--- src/rtl/ech_pkg.sv ---
// ----------------------------------------------------------------------------
// ech_pkg
// Types, codes and constants of the engage controller with hysteresis.
// ----------------------------------------------------------------------------
`default_nettype none

package ech_pkg;

    localparam int SAMPLE_BITS = 12;
    localparam int FULL_SCALE  = (1 << SAMPLE_BITS) - 1;
    localparam int CMP_W       = ((SAMPLE_BITS > 12) ? SAMPLE_BITS : 12) + 1;

    // command bytes
    localparam logic [7:0] CMD_ENGAGE    = 8'h31;
    localparam logic [7:0] CMD_DISENGAGE = 8'h30;
    localparam logic [7:0] CMD_AUTO      = 8'h41;

    localparam logic [7:0]  ANGLE_MAX  = 8'd180;
    localparam logic [11:0] PULSE_BASE = 12'd600;

    // configuration map
    localparam int ADDR_W = 4;
    localparam int DATA_W = 32;
    localparam logic [1:0] REG_THRESHOLD = 2'd0;
    localparam logic [1:0] REG_BAND      = 2'd1;
    localparam logic [1:0] REG_LOCKOUT   = 2'd2;
    localparam logic [1:0] REG_PERIOD    = 2'd3;

    localparam logic [11:0] RST_THRESHOLD = 12'd2048;
    localparam logic [11:0] RST_BAND      = 12'd200;
    localparam logic [15:0] RST_LOCKOUT   = 16'd300;
    localparam logic [15:0] RST_PERIOD    = 16'd200;

    typedef struct packed {
        logic [31:0]            time_ms;
        logic                   cmd_valid;
        logic [7:0]             cmd_byte;
        logic                   ir_level;
        logic                   btn_level;
        logic [SAMPLE_BITS-1:0] pot_sample;
    } t_ech_in;

    typedef struct packed {
        logic                   engaged_now;
        logic                   auto_on;
        logic [7:0]             angle_deg;
        logic [11:0]            servo_pulse_us;
        logic                   led_standby;
        logic                   led_active;
        logic [SAMPLE_BITS-1:0] pot_echo;
        logic                   report_due;
    } t_ech_out;

    typedef struct packed {
        logic [11:0] center_level;
        logic [11:0] hysteresis_band;
        logic [15:0] toggle_lockout_ms;
        logic [15:0] report_period_ms;
    } t_ech_cfg;

    typedef struct packed {
        logic        engaged;
        logic        auto_en;
        logic [31:0] toggle_stamp;
        logic [31:0] report_stamp;
        logic        prev_ir;
        logic        prev_btn;
    } t_ech_state;

endpackage

`default_nettype wire

--- src/rtl/ech_apb_regs.sv ---
// ----------------------------------------------------------------------------
// ech_apb_regs
// APB register file holding the four controller settings.
// ----------------------------------------------------------------------------
`default_nettype none

module ech_apb_regs (
    input  wire logic                      i_clk,
    input  wire logic                      i_rst_n,
    input  wire logic                      psel,
    input  wire logic                      penable,
    input  wire logic                      pwrite,
    input  wire logic [ech_pkg::ADDR_W-1:0] paddr,
    input  wire logic [ech_pkg::DATA_W-1:0] pwdata,
    output logic      [ech_pkg::DATA_W-1:0] prdata,
    output logic                           pready,
    output ech_pkg::t_ech_cfg              o_cfg
);
    import ech_pkg::*;

    t_ech_cfg   r_cfg;
    logic [1:0] reg_idx;
    logic       wr_en;

    assign reg_idx = paddr[3:2];
    assign wr_en   = psel && penable && pwrite;
    assign pready  = 1'b1;
    assign o_cfg   = r_cfg;

    always_ff @(posedge i_clk) begin
        if (!i_rst_n) begin
            r_cfg.center_level      <= RST_THRESHOLD;
            r_cfg.hysteresis_band   <= RST_BAND;
            r_cfg.toggle_lockout_ms <= RST_LOCKOUT;
            r_cfg.report_period_ms  <= RST_PERIOD;
        end else if (wr_en) begin
            unique case (reg_idx)
                REG_THRESHOLD: r_cfg.center_level      <= pwdata[11:0];
                REG_BAND:      r_cfg.hysteresis_band   <= pwdata[11:0];
                REG_LOCKOUT:   r_cfg.toggle_lockout_ms <= pwdata[15:0];
                REG_PERIOD:    r_cfg.report_period_ms  <= pwdata[15:0];
                default:       ;
            endcase
        end
    end

    always_comb begin
        unique case (reg_idx)
            REG_THRESHOLD: prdata = {20'd0, r_cfg.center_level};
            REG_BAND:      prdata = {20'd0, r_cfg.hysteresis_band};
            REG_LOCKOUT:   prdata = {16'd0, r_cfg.toggle_lockout_ms};
            REG_PERIOD:    prdata = {16'd0, r_cfg.report_period_ms};
            default:       prdata = '0;
        endcase
    end

endmodule

`default_nettype wire

--- src/rtl/ech_step.sv ---
// ----------------------------------------------------------------------------
// ech_step
// One control pass: command, local toggle, auto band, servo map, report.
// ----------------------------------------------------------------------------
`default_nettype none

module ech_step (
    input  ech_pkg::t_ech_cfg   i_cfg,
    input  ech_pkg::t_ech_state i_state,
    input  ech_pkg::t_ech_in    i_item,
    output ech_pkg::t_ech_state o_state,
    output ech_pkg::t_ech_out   o_result
);
    import ech_pkg::*;

    logic                     cmd_eng, cmd_dis, cmd_auto;
    logic                     eng_c, auto_c;
    logic [31:0]              stamp_c;
    logic                     rise;
    logic [31:0]              dt_toggle;
    logic                     do_toggle;
    logic                     eng_t, auto_t;
    logic [CMP_W-1:0]         pot_x, thr_x, band_x;
    logic                     above_hi, below_lo;
    logic                     eng_f;
    logic [SAMPLE_BITS+7:0]   prod;
    logic [7:0]               quo;
    logic [SAMPLE_BITS:0]     rem;
    logic [7:0]               quo_fix;
    logic [7:0]               angle;
    logic [31:0]              dt_report;
    logic                     report;

    // command byte
    assign cmd_eng  = i_item.cmd_valid && (i_item.cmd_byte == CMD_ENGAGE);
    assign cmd_dis  = i_item.cmd_valid && (i_item.cmd_byte == CMD_DISENGAGE);
    assign cmd_auto = i_item.cmd_valid && (i_item.cmd_byte == CMD_AUTO);

    always_comb begin
        eng_c   = i_state.engaged;
        auto_c  = i_state.auto_en;
        stamp_c = i_state.toggle_stamp;
        priority if (cmd_eng || cmd_dis) begin
            eng_c   = cmd_eng;
            auto_c  = 1'b0;
            stamp_c = i_item.time_ms;
        end else if (cmd_auto) begin
            auto_c  = 1'b1;
        end else begin
            // no command: state holds
        end
    end

    // local toggle, lockout measured with wrapping difference
    assign rise = (i_item.ir_level && !i_state.prev_ir) ||
                  (i_item.btn_level && !i_state.prev_btn);
    assign dt_toggle = i_item.time_ms - stamp_c;
    assign do_toggle = rise && (dt_toggle > {16'd0, i_cfg.toggle_lockout_ms});
    assign eng_t     = do_toggle ? !eng_c : eng_c;
    assign auto_t    = do_toggle ? 1'b0   : auto_c;

    // auto band; pot + band < thr is the signed lower compare without a sign bit
    assign pot_x    = CMP_W'(i_item.pot_sample);
    assign thr_x    = CMP_W'(i_cfg.center_level);
    assign band_x   = CMP_W'(i_cfg.hysteresis_band);
    assign above_hi = pot_x > (thr_x + band_x);
    assign below_lo = (pot_x + band_x) < thr_x;

    always_comb begin
        eng_f = eng_t;
        if (auto_t) begin
            priority if (above_hi) eng_f = 1'b1;
            else if (below_lo)     eng_f = 1'b0;
            else                   eng_f = eng_t;
        end
    end

    // angle = pot*180 / (2^S-1): quotient by 2^S, then one correction step
    assign prod    = (SAMPLE_BITS+8)'(i_item.pot_sample) * (SAMPLE_BITS+8)'(ANGLE_MAX);
    assign quo     = prod[SAMPLE_BITS+7:SAMPLE_BITS];
    assign rem     = (SAMPLE_BITS+1)'(quo) + {1'b0, prod[SAMPLE_BITS-1:0]};
    assign quo_fix = (rem >= (SAMPLE_BITS+1)'(FULL_SCALE)) ? quo + 8'd1 : quo;
    assign angle   = !eng_f ? 8'd0 :
                     (quo_fix > ANGLE_MAX) ? ANGLE_MAX : quo_fix;

    // report period
    assign dt_report = i_item.time_ms - i_state.report_stamp;
    assign report    = dt_report >= {16'd0, i_cfg.report_period_ms};

    always_comb begin
        o_state.engaged      = eng_f;
        o_state.auto_en      = auto_t;
        o_state.toggle_stamp = do_toggle ? i_item.time_ms : stamp_c;
        o_state.report_stamp = report ? i_item.time_ms : i_state.report_stamp;
        o_state.prev_ir      = i_item.ir_level;
        o_state.prev_btn     = i_item.btn_level;

        o_result.engaged_now    = eng_f;
        o_result.auto_on        = auto_t;
        o_result.angle_deg      = angle;
        o_result.servo_pulse_us = PULSE_BASE + {1'b0, angle, 3'd0} + {3'd0, angle, 1'b0};
        o_result.led_standby    = !eng_f;
        o_result.led_active     = eng_f;
        o_result.pot_echo       = i_item.pot_sample;
        o_result.report_due     = report;
    end

endmodule

`default_nettype wire

--- src/rtl/engage_controller_with_hysteresis_unit.sv ---
// ----------------------------------------------------------------------------
// engage_controller_with_hysteresis_unit
// Engage flag controller: commands, debounced local toggle, auto hysteresis
// band, pot-to-servo mapping and a periodic report flag.
// ----------------------------------------------------------------------------
//
//  channel   direction  handshake               payload
//  -------   ---------  ----------------------  -------------------------
//  in        sink       i_in_valid/o_in_ready   i_in_data  (t_ech_in)
//  out       source     o_out_valid/i_out_ready o_out_data (t_ech_out)
//  cfg       APB slave  psel/penable, pready=1  paddr/pwdata/prdata
//
//  An input beat passes through the input register, then the
//  single-pass update into the result register.
//  One beat per clock while the result side is ready; controller state is
//  updated as an item moves from the input register to the result register.
//  A stalled result holds the input register; the input side keeps taking
//  beats while the result register is being drained in the same cycle.
//  Synchronous active-low reset clears valids, resets state and settings.
// ----------------------------------------------------------------------------
`default_nettype none

module engage_controller_with_hysteresis_unit (
    input  wire logic                      i_clk,
    input  wire logic                      i_rst_n,
    // input item channel
    input  wire logic                      i_in_valid,
    output logic                           o_in_ready,
    input  ech_pkg::t_ech_in               i_in_data,
    // result channel
    output logic                           o_out_valid,
    input  wire logic                      i_out_ready,
    output ech_pkg::t_ech_out              o_out_data,
    // configuration
    input  wire logic                      psel,
    input  wire logic                      penable,
    input  wire logic                      pwrite,
    input  wire logic [ech_pkg::ADDR_W-1:0] paddr,
    input  wire logic [ech_pkg::DATA_W-1:0] pwdata,
    output logic      [ech_pkg::DATA_W-1:0] prdata,
    output logic                           pready
);
    import ech_pkg::*;

    t_ech_cfg   cfg;

    // input stage
    logic       r_in_valid;
    t_ech_in    r_in;
    // result stage
    logic       r_out_valid;
    t_ech_out   r_out;
    // controller state
    t_ech_state r_state;
    t_ech_state n_state;
    t_ech_out   n_out;

    logic       advance;   // item moves from input to result register

    ech_apb_regs u_regs (
        .i_clk   (i_clk),
        .i_rst_n (i_rst_n),
        .psel    (psel),
        .penable (penable),
        .pwrite  (pwrite),
        .paddr   (paddr),
        .pwdata  (pwdata),
        .prdata  (prdata),
        .pready  (pready),
        .o_cfg   (cfg)
    );

    ech_step u_step (
        .i_cfg    (cfg),
        .i_state  (r_state),
        .i_item   (r_in),
        .o_state  (n_state),
        .o_result (n_out)
    );

    assign advance    = r_in_valid && (!r_out_valid || i_out_ready);
    assign o_in_ready = !r_in_valid || advance;

    always_ff @(posedge i_clk) begin
        if (!i_rst_n) begin
            r_in_valid <= 1'b0;
        end else if (o_in_ready) begin
            r_in_valid <= i_in_valid;
        end
    end

    always_ff @(posedge i_clk) begin
        if (o_in_ready && i_in_valid) begin
            r_in <= i_in_data;
        end
    end

    always_ff @(posedge i_clk) begin
        if (!i_rst_n) begin
            r_out_valid <= 1'b0;
        end else if (advance) begin
            r_out_valid <= 1'b1;
        end else if (i_out_ready) begin
            r_out_valid <= 1'b0;
        end
    end

    always_ff @(posedge i_clk) begin
        if (advance) begin
            r_out <= n_out;
        end
    end

    // state advances exactly once per item
    always_ff @(posedge i_clk) begin
        if (!i_rst_n) begin
            r_state.engaged      <= 1'b0;
            r_state.auto_en      <= 1'b1;
            r_state.toggle_stamp <= '0;
            r_state.report_stamp <= '0;
            r_state.prev_ir      <= 1'b0;
            r_state.prev_btn     <= 1'b0;
        end else if (advance) begin
            r_state <= n_state;
        end
    end

    assign o_out_valid = r_out_valid;
    assign o_out_data  = r_out;

endmodule

`default_nettype wire

--- config.mk ---
export PLATFORM = sky130hd
export DESIGN_NAME = engage_controller_with_hysteresis_unit
export DESIGN_NICKNAME = d
export VERILOG_FILES = /design/src/rtl/ech_pkg.sv /design/src/rtl/ech_apb_regs.sv /design/src/rtl/ech_step.sv /design/src/rtl/engage_controller_with_hysteresis_unit.sv
export SDC_FILE = /design/constraint.sdc
export NUM_CORES = 1
export LEC_CHECK = 0
export BUFFER_PORTS_ARGS = -buffer_cell sky130_fd_sc_hd__buf_2
export CAP_MARGIN = 15
export CORE_MARGIN = 5
export CORE_UTILIZATION = 30
export DETAILED_ROUTE_END_ITERATION = 10
export SETUP_SLACK_MARGIN = 0.3
export SYNTH_ARGS = -nofsm -noshare
export SYNTH_HDL_FRONTEND = slang
export SYNTH_SLANG_ARGS = --single-unit
--- constraint.sdc ---
create_clock -name i_clk -period 13.65 [get_ports i_clk]
set_input_delay 2.73 -clock i_clk [delete_from_list [all_inputs] [get_ports i_clk]]
set_output_delay 2.73 -clock i_clk [all_outputs]
set_load 0.05 [all_outputs]
-- Word-level counts from Yosys, hierarchy flattened
Index checks and enable logic that the tools add are counted.
- add/sub/neg operators: 8
- $mul: 1
- magnitude comparators: 6
- equal/unequal tests: 6
- multiplexer cells: 16
- reductions and logical operators: 27
- operator list (kind ; number):
    one-hot mux 32 bit (4 select lines) ; 1
    2-to-1 mux 32 bit ; 2
    subtractor 32 bit ; 2
    greater-or-equal comparator 32 x 16 -> 1 bit ; 1
    > comparator 32 x 16 -> 1 bit ; 1
    adder 12 x 12 -> 13 bit ; 2
    2-to-1 mux 8 bit ; 3
    multiplier 12 x 6 -> 18 bit, second input constant ; 1
    == test 8 x 6 -> 1 bit, second input constant ; 2
    adder 8 x 12 -> 13 bit ; 1
    greater-or-equal comparator 13 x 12 -> 1 bit, second input constant ; 1
    > comparator 12 x 13 -> 1 bit ; 1
    less-than comparator 13 x 12 -> 1 bit ; 1
    adder 10 x 11 -> 12 bit, first input constant ; 1
    adder 12 x 9 -> 12 bit ; 1
    logical AND 1 bit ; 10
    2-to-1 mux 1 bit ; 10
    AND reduction 2 bit ; 5
    adder 8 x 1 -> 8 bit, second input constant ; 1
    == test 8 x 7 -> 1 bit, second input constant ; 1
    > comparator 8 bit, second input constant ; 1
    logical NOT 1 bit ; 6
    == test 2 bit, second input constant ; 2
    logical OR 1 bit ; 4
    other kinds (3) ; 3
- flip-flop bits (word level): 217
- input port bits: 98
- output and inout bits: 72

-- Logic depth before layout (Yosys ltp)
- word-level depth: 14
- depth in mapped cells: 38

-- Cells and area by module
From an unflattened synthesis, not the netlist that was laid out.
- cell total of the unflattened synthesis: 1955
- area, all modules: 17675.7 um^2
- modules (own cells, without submodules) (module ; times used ; cells each ; area an instance (um^2)):
    ech_step ; 1 ; 1304 ; 9492.9
    engage_controller_with_hysteresis_unit ; 1 ; 396 ; 5544.1
    ech_apb_regs ; 1 ; 255 ; 2638.8

-- Worst setup path before layout
No wires, ideal clock.
- path type: register to register
- start point: reg r_in[1] (netlist name)
- end point: reg r_out (netlist bit o_out_data[25]) (data pin)
- data arrival time: 7571 ps
- required time: 13392 ps
- path slack: 5821 ps
- cell stages (with the launch flop): 37
- buffers on the path: 1
- cell sequence: edfxtp_1 ha_1 inv_1 fa_1 fa_1 inv_1 ha_1 nor2b_4 o31a_1 o311a_4 mux2_2 nor2_4 inv_1 ha_1 inv_1 nor2_1 a21oi_1 o21ai_0 o2111ai_1 or3_1 o41ai_2 buf_4 nand2_2 mux2i_1 o211ai_2 or3b_1 ha_1 inv_1 ha_1 inv_1 fa_1 inv_1 a21o_1 a21oi_1 o21bai_1 a21oi_1 xnor2_1
- RTL lines (item ; line ; text):
    from (decl) ; engage_controller_with_hysteresis_unit.sv:49 ; t_ech_in r_in;
    from (signal assigned) ; engage_controller_with_hysteresis_unit.sv:94 ; r_in <= i_in_data;
    to (signal assigned) ; engage_controller_with_hysteresis_unit.sv:110 ; r_out <= n_out;
    to (decl) ; engage_controller_with_hysteresis_unit.sv:52 ; t_ech_out r_out;

==> flow_metrics.py <==
metrics = {
    "outcome": {
        "status": "finished clean",
    },
    "cts": {
        "htree_levels": 1,
        "clockBufferDepth": 3,
        "ctsRootBufferMaster": "clkbuf_16",
        "cts_resized": 0,
        "clk_latency_ps": 560,
        "cts_setup_buffers": 0,
        "clock_sinks": 214,
        "clkTransAtPathRegs_ps": 60,
        "cts_inserted_buffers": 27,
        "cts_hold_buffers": 0,
        "cts_tree": "built",
    },
    "sta": {
        "min_period_over_period_pct": 64.4,
        "hold_viol_final": 0,
        "fin_crit_ps": 8800,
        "finalSetupTns_ps": 0,
        "slew_headroom_pct": 26.0,
        "rsz0062_at_grt": "no",
        "clock.fmax_mhz": 114,
        "fin_ws_ps": 4850,
        "setup_violations": 0,
        "worstMarginPinSlew_ps": 1110,
        "skew_ps": 12.8,
        "maxSlewViolCount": 0,
    },
    "worst_setup_path": {
        "r2r_setup_slack_ps": 4850,
        "crit_type": "flip-flop to flip-flop",
        "cpMostUsedCell": "ha_1",
        "slowest_delay_ps": 720,
        "worst_ep_required_time_ps": 13960,
        "cp_num_buf_inv": 2,
        "critPathTopFamily": "compound AO/OA/AOI/OAI gates",
        "critical_path.slowest_cell": "mux2i_2",
        "startpoint_type": "flip-flop",
        "critPathArrivalTime_ps": 9100,
        "endpoint_kind": "flip-flop",
        "path_max_fanout": 34,
    },
    "global_route": {
        "antenna_found_initial": 4,
        "grt_pass1_wl_um": 69200,
        "grt_overflow": 0,
        "grt_max_degree": 128,
        "grt_pass1_vias": 13202,
        "grt_usage_pct": 13.9,
    },
    "logic_synthesis": {
        "synth_top_area_cell": "edfxtp_1",
        "synth_flop_cell": "dfxtp_1",
        "yosysTopAreaCellShare_pct": 15.8,
        "ys_top_cells_by_area": "edfxtp_1, dfxtp_1, ha_1",
        "synth-compound-area-share_pct": 17.0,
        "ys_async_sr_fraction_pct": 0,
        "synth_area_mm2": 0.0167,
        "seq_area_frac_synth_pct": 30.9,
        "synth-edff-count": 88,
        "yosys.area_share.simple_pct": 15.6,
        "yosys_register_bits": 214,
        "synth_top_family_by_area": "adder cells",
        "synthDistinctLibCells": 87,
        "yosysMostFrequentCell": "ha_1",
        "synth_adder_area_share_pct": 17.2,
        "synth_mux_area_share_pct": 8.41,
        "synth_common_cells": "ha_1, nand2_1, inv_1",
        "synth.avg_cell_area_um2": 9.17,
        "synth-xor-area-share_pct": 4.73,
        "syn_inst": 1825,
        "yosysWarnings": 0,
    },
    "routing": {
        "drt_iter0_drc": 729,
        "via_per_inst": 4.90,
        "firstDrtPassIters": 6,
        "drc_errors": 0,
        "wl_per_cell_um": 15.9,
        "ant_nets": 0,
        "num_vias": 13248,
        "drt_wl_total_um": 42900,
    },
    "pwr": {
        "ir_drop_mv": 0.125,
        "p_leak_nw": 7.51,
        "power.density_mw_per_mm2": 140,
    },
    "place": {
        "gp_congestion": 0.860,
        "hpwl_um": 34100,
        "io_buffers": 133,
        "dpl_cell_area_mm2": 0.0181,
        "preCtsSetupSlack_ps": 4820,
    },
    "floorplan": {
        "initial_utilization_pct": 30.3,
        "io_pins": 170,
        "die_h_um": 246,
        "dieWidth_um": 246,
        "fp.dieArea_mm2": 0.0606,
        "std_cell_rows": 86,
        "fp.coreArea_mm2": 0.0552,
    },
    "run": {
        "maxCapViolCount": 0,
    },
    "worst_hold_path": {
        "hp-class": "flip-flop to flip-flop",
    },
    "cells_and_area": {
        "syn2layout_area_growth_pct": 12.7,
        "final_area_mm2": 0.0189,
        "finalNetCount": 2244,
        "fillCellCount": 5664,
        "final_layout_size_suffix_gt1_share_pct": 11.8,
    },
}
-- worst reg2reg max path: cells and delay by family, from the launching register on --
family | cells | cell delay [ps]
AOI/OAI and AO/OA | 12 | 2580
and+or+nand+nor | 10 | 2280
adders and majority gates | 5 | 1600
muxes | 2 | 1060
buffers and inverters | 2 | 530
DFF | 1 | 360
xor gates and xnor gates | 1 | 150
-- area by class of cell --
type / instances / area, um2 / share of cell area [%]
antenna: 4 / 10.0 / 0.0531
timing repair buffer: 142 / 733 / 3.89
tap: 748 / 936 / 4.96
inverter: 163 / 612 / 3.24
clock inverter: 19 / 103 / 0.544
clock buffer: 30 / 687 / 3.64
multi-input combinational: 1381 / 10600 / 56.3
sequential: 214 / 5160 / 27.4
-- cell usage in the layout, fill, tap and decap left out, types with 21 or more instances in the layout --
cell type	count
o21ai_0	57
mux2i_1	110
a21o_1	47
xor2_1	27
o211ai_1	21
nand3_1	27
a21oi_1	105
a21boi_0	50
nor2b_1	90
nand2_1	183
nand2b_1	21
buf_2	133
nor2_1	70
clkbuf_16	27
edfxtp_1	88
nand4_1	27
fa_1	22
ha_1	195
dfxtp_1	126
inv_1	163
xnor2_1	56
-- worst paths after layout --
kind,startpoint,end,depth (start not counted)
max reg2reg,r_in[15],o_out_data[26],32
min reg2reg,r_state[1],r_state[1],2
min,r_state[1],r_state[1],2
max,r_in[15],o_out_data[26],32
-- cell families (layout without fill, tap and decap cells) --
group / count (synthesis) / after routing
adder cells (fa/ha/maj): 217 / 217
other: 2 / 22
XOR/XNOR: 87 / 87
flip-flops: 214 / 214
AO/OA/AOI/OAI: 420 / 420
AND/OR/NAND/NOR: 514 / 514
buffers and inverters: 246 / 354
multiplexers: 125 / 125
-- flip-flops by register name (all words and copies together), names as in the netlist --
register	count
o_out_data	33
o_out_valid	1
r_in	55
r_in_valid	1
r_state	68
u_regs.o_cfg	56
-- metrics by stage --
stage / util (%) / cells / power, mW / hold WS (ps)
after global routing: 34.2 / 2700 / 2.84 / 498
after global placement: 32.7 / 2648 / 1.97 / 453
after CTS: 34.1 / 2697 / 2.68 / 473
after detailed placement: 32.7 / 2648 / 2.01 / 465
final: 34.2 / 2701 / 2.64 / 470
after floorplan: - / 1841 / 1.74 / 443
-- power by group --
part | internal (mW) | switching, mW
combinational | 0.486 | 0.731
sequential | 0.746 | 0.0280
clock | 0.361 | 0.289
total | 1.59 | 1.05
-- routing by layer --
metal,global-route usage [%],wire length [um],vias to the layer above,share of wire (%)
li1,-,-,6708,-
met1,18.0,19700,6198,46
met2,23.7,20100,272,47
met3,2.39,1870,70,4.4
met4,4.14,1320,0,3.1
met5,0,0,-,0
Power figures use the tool's default switching activity.
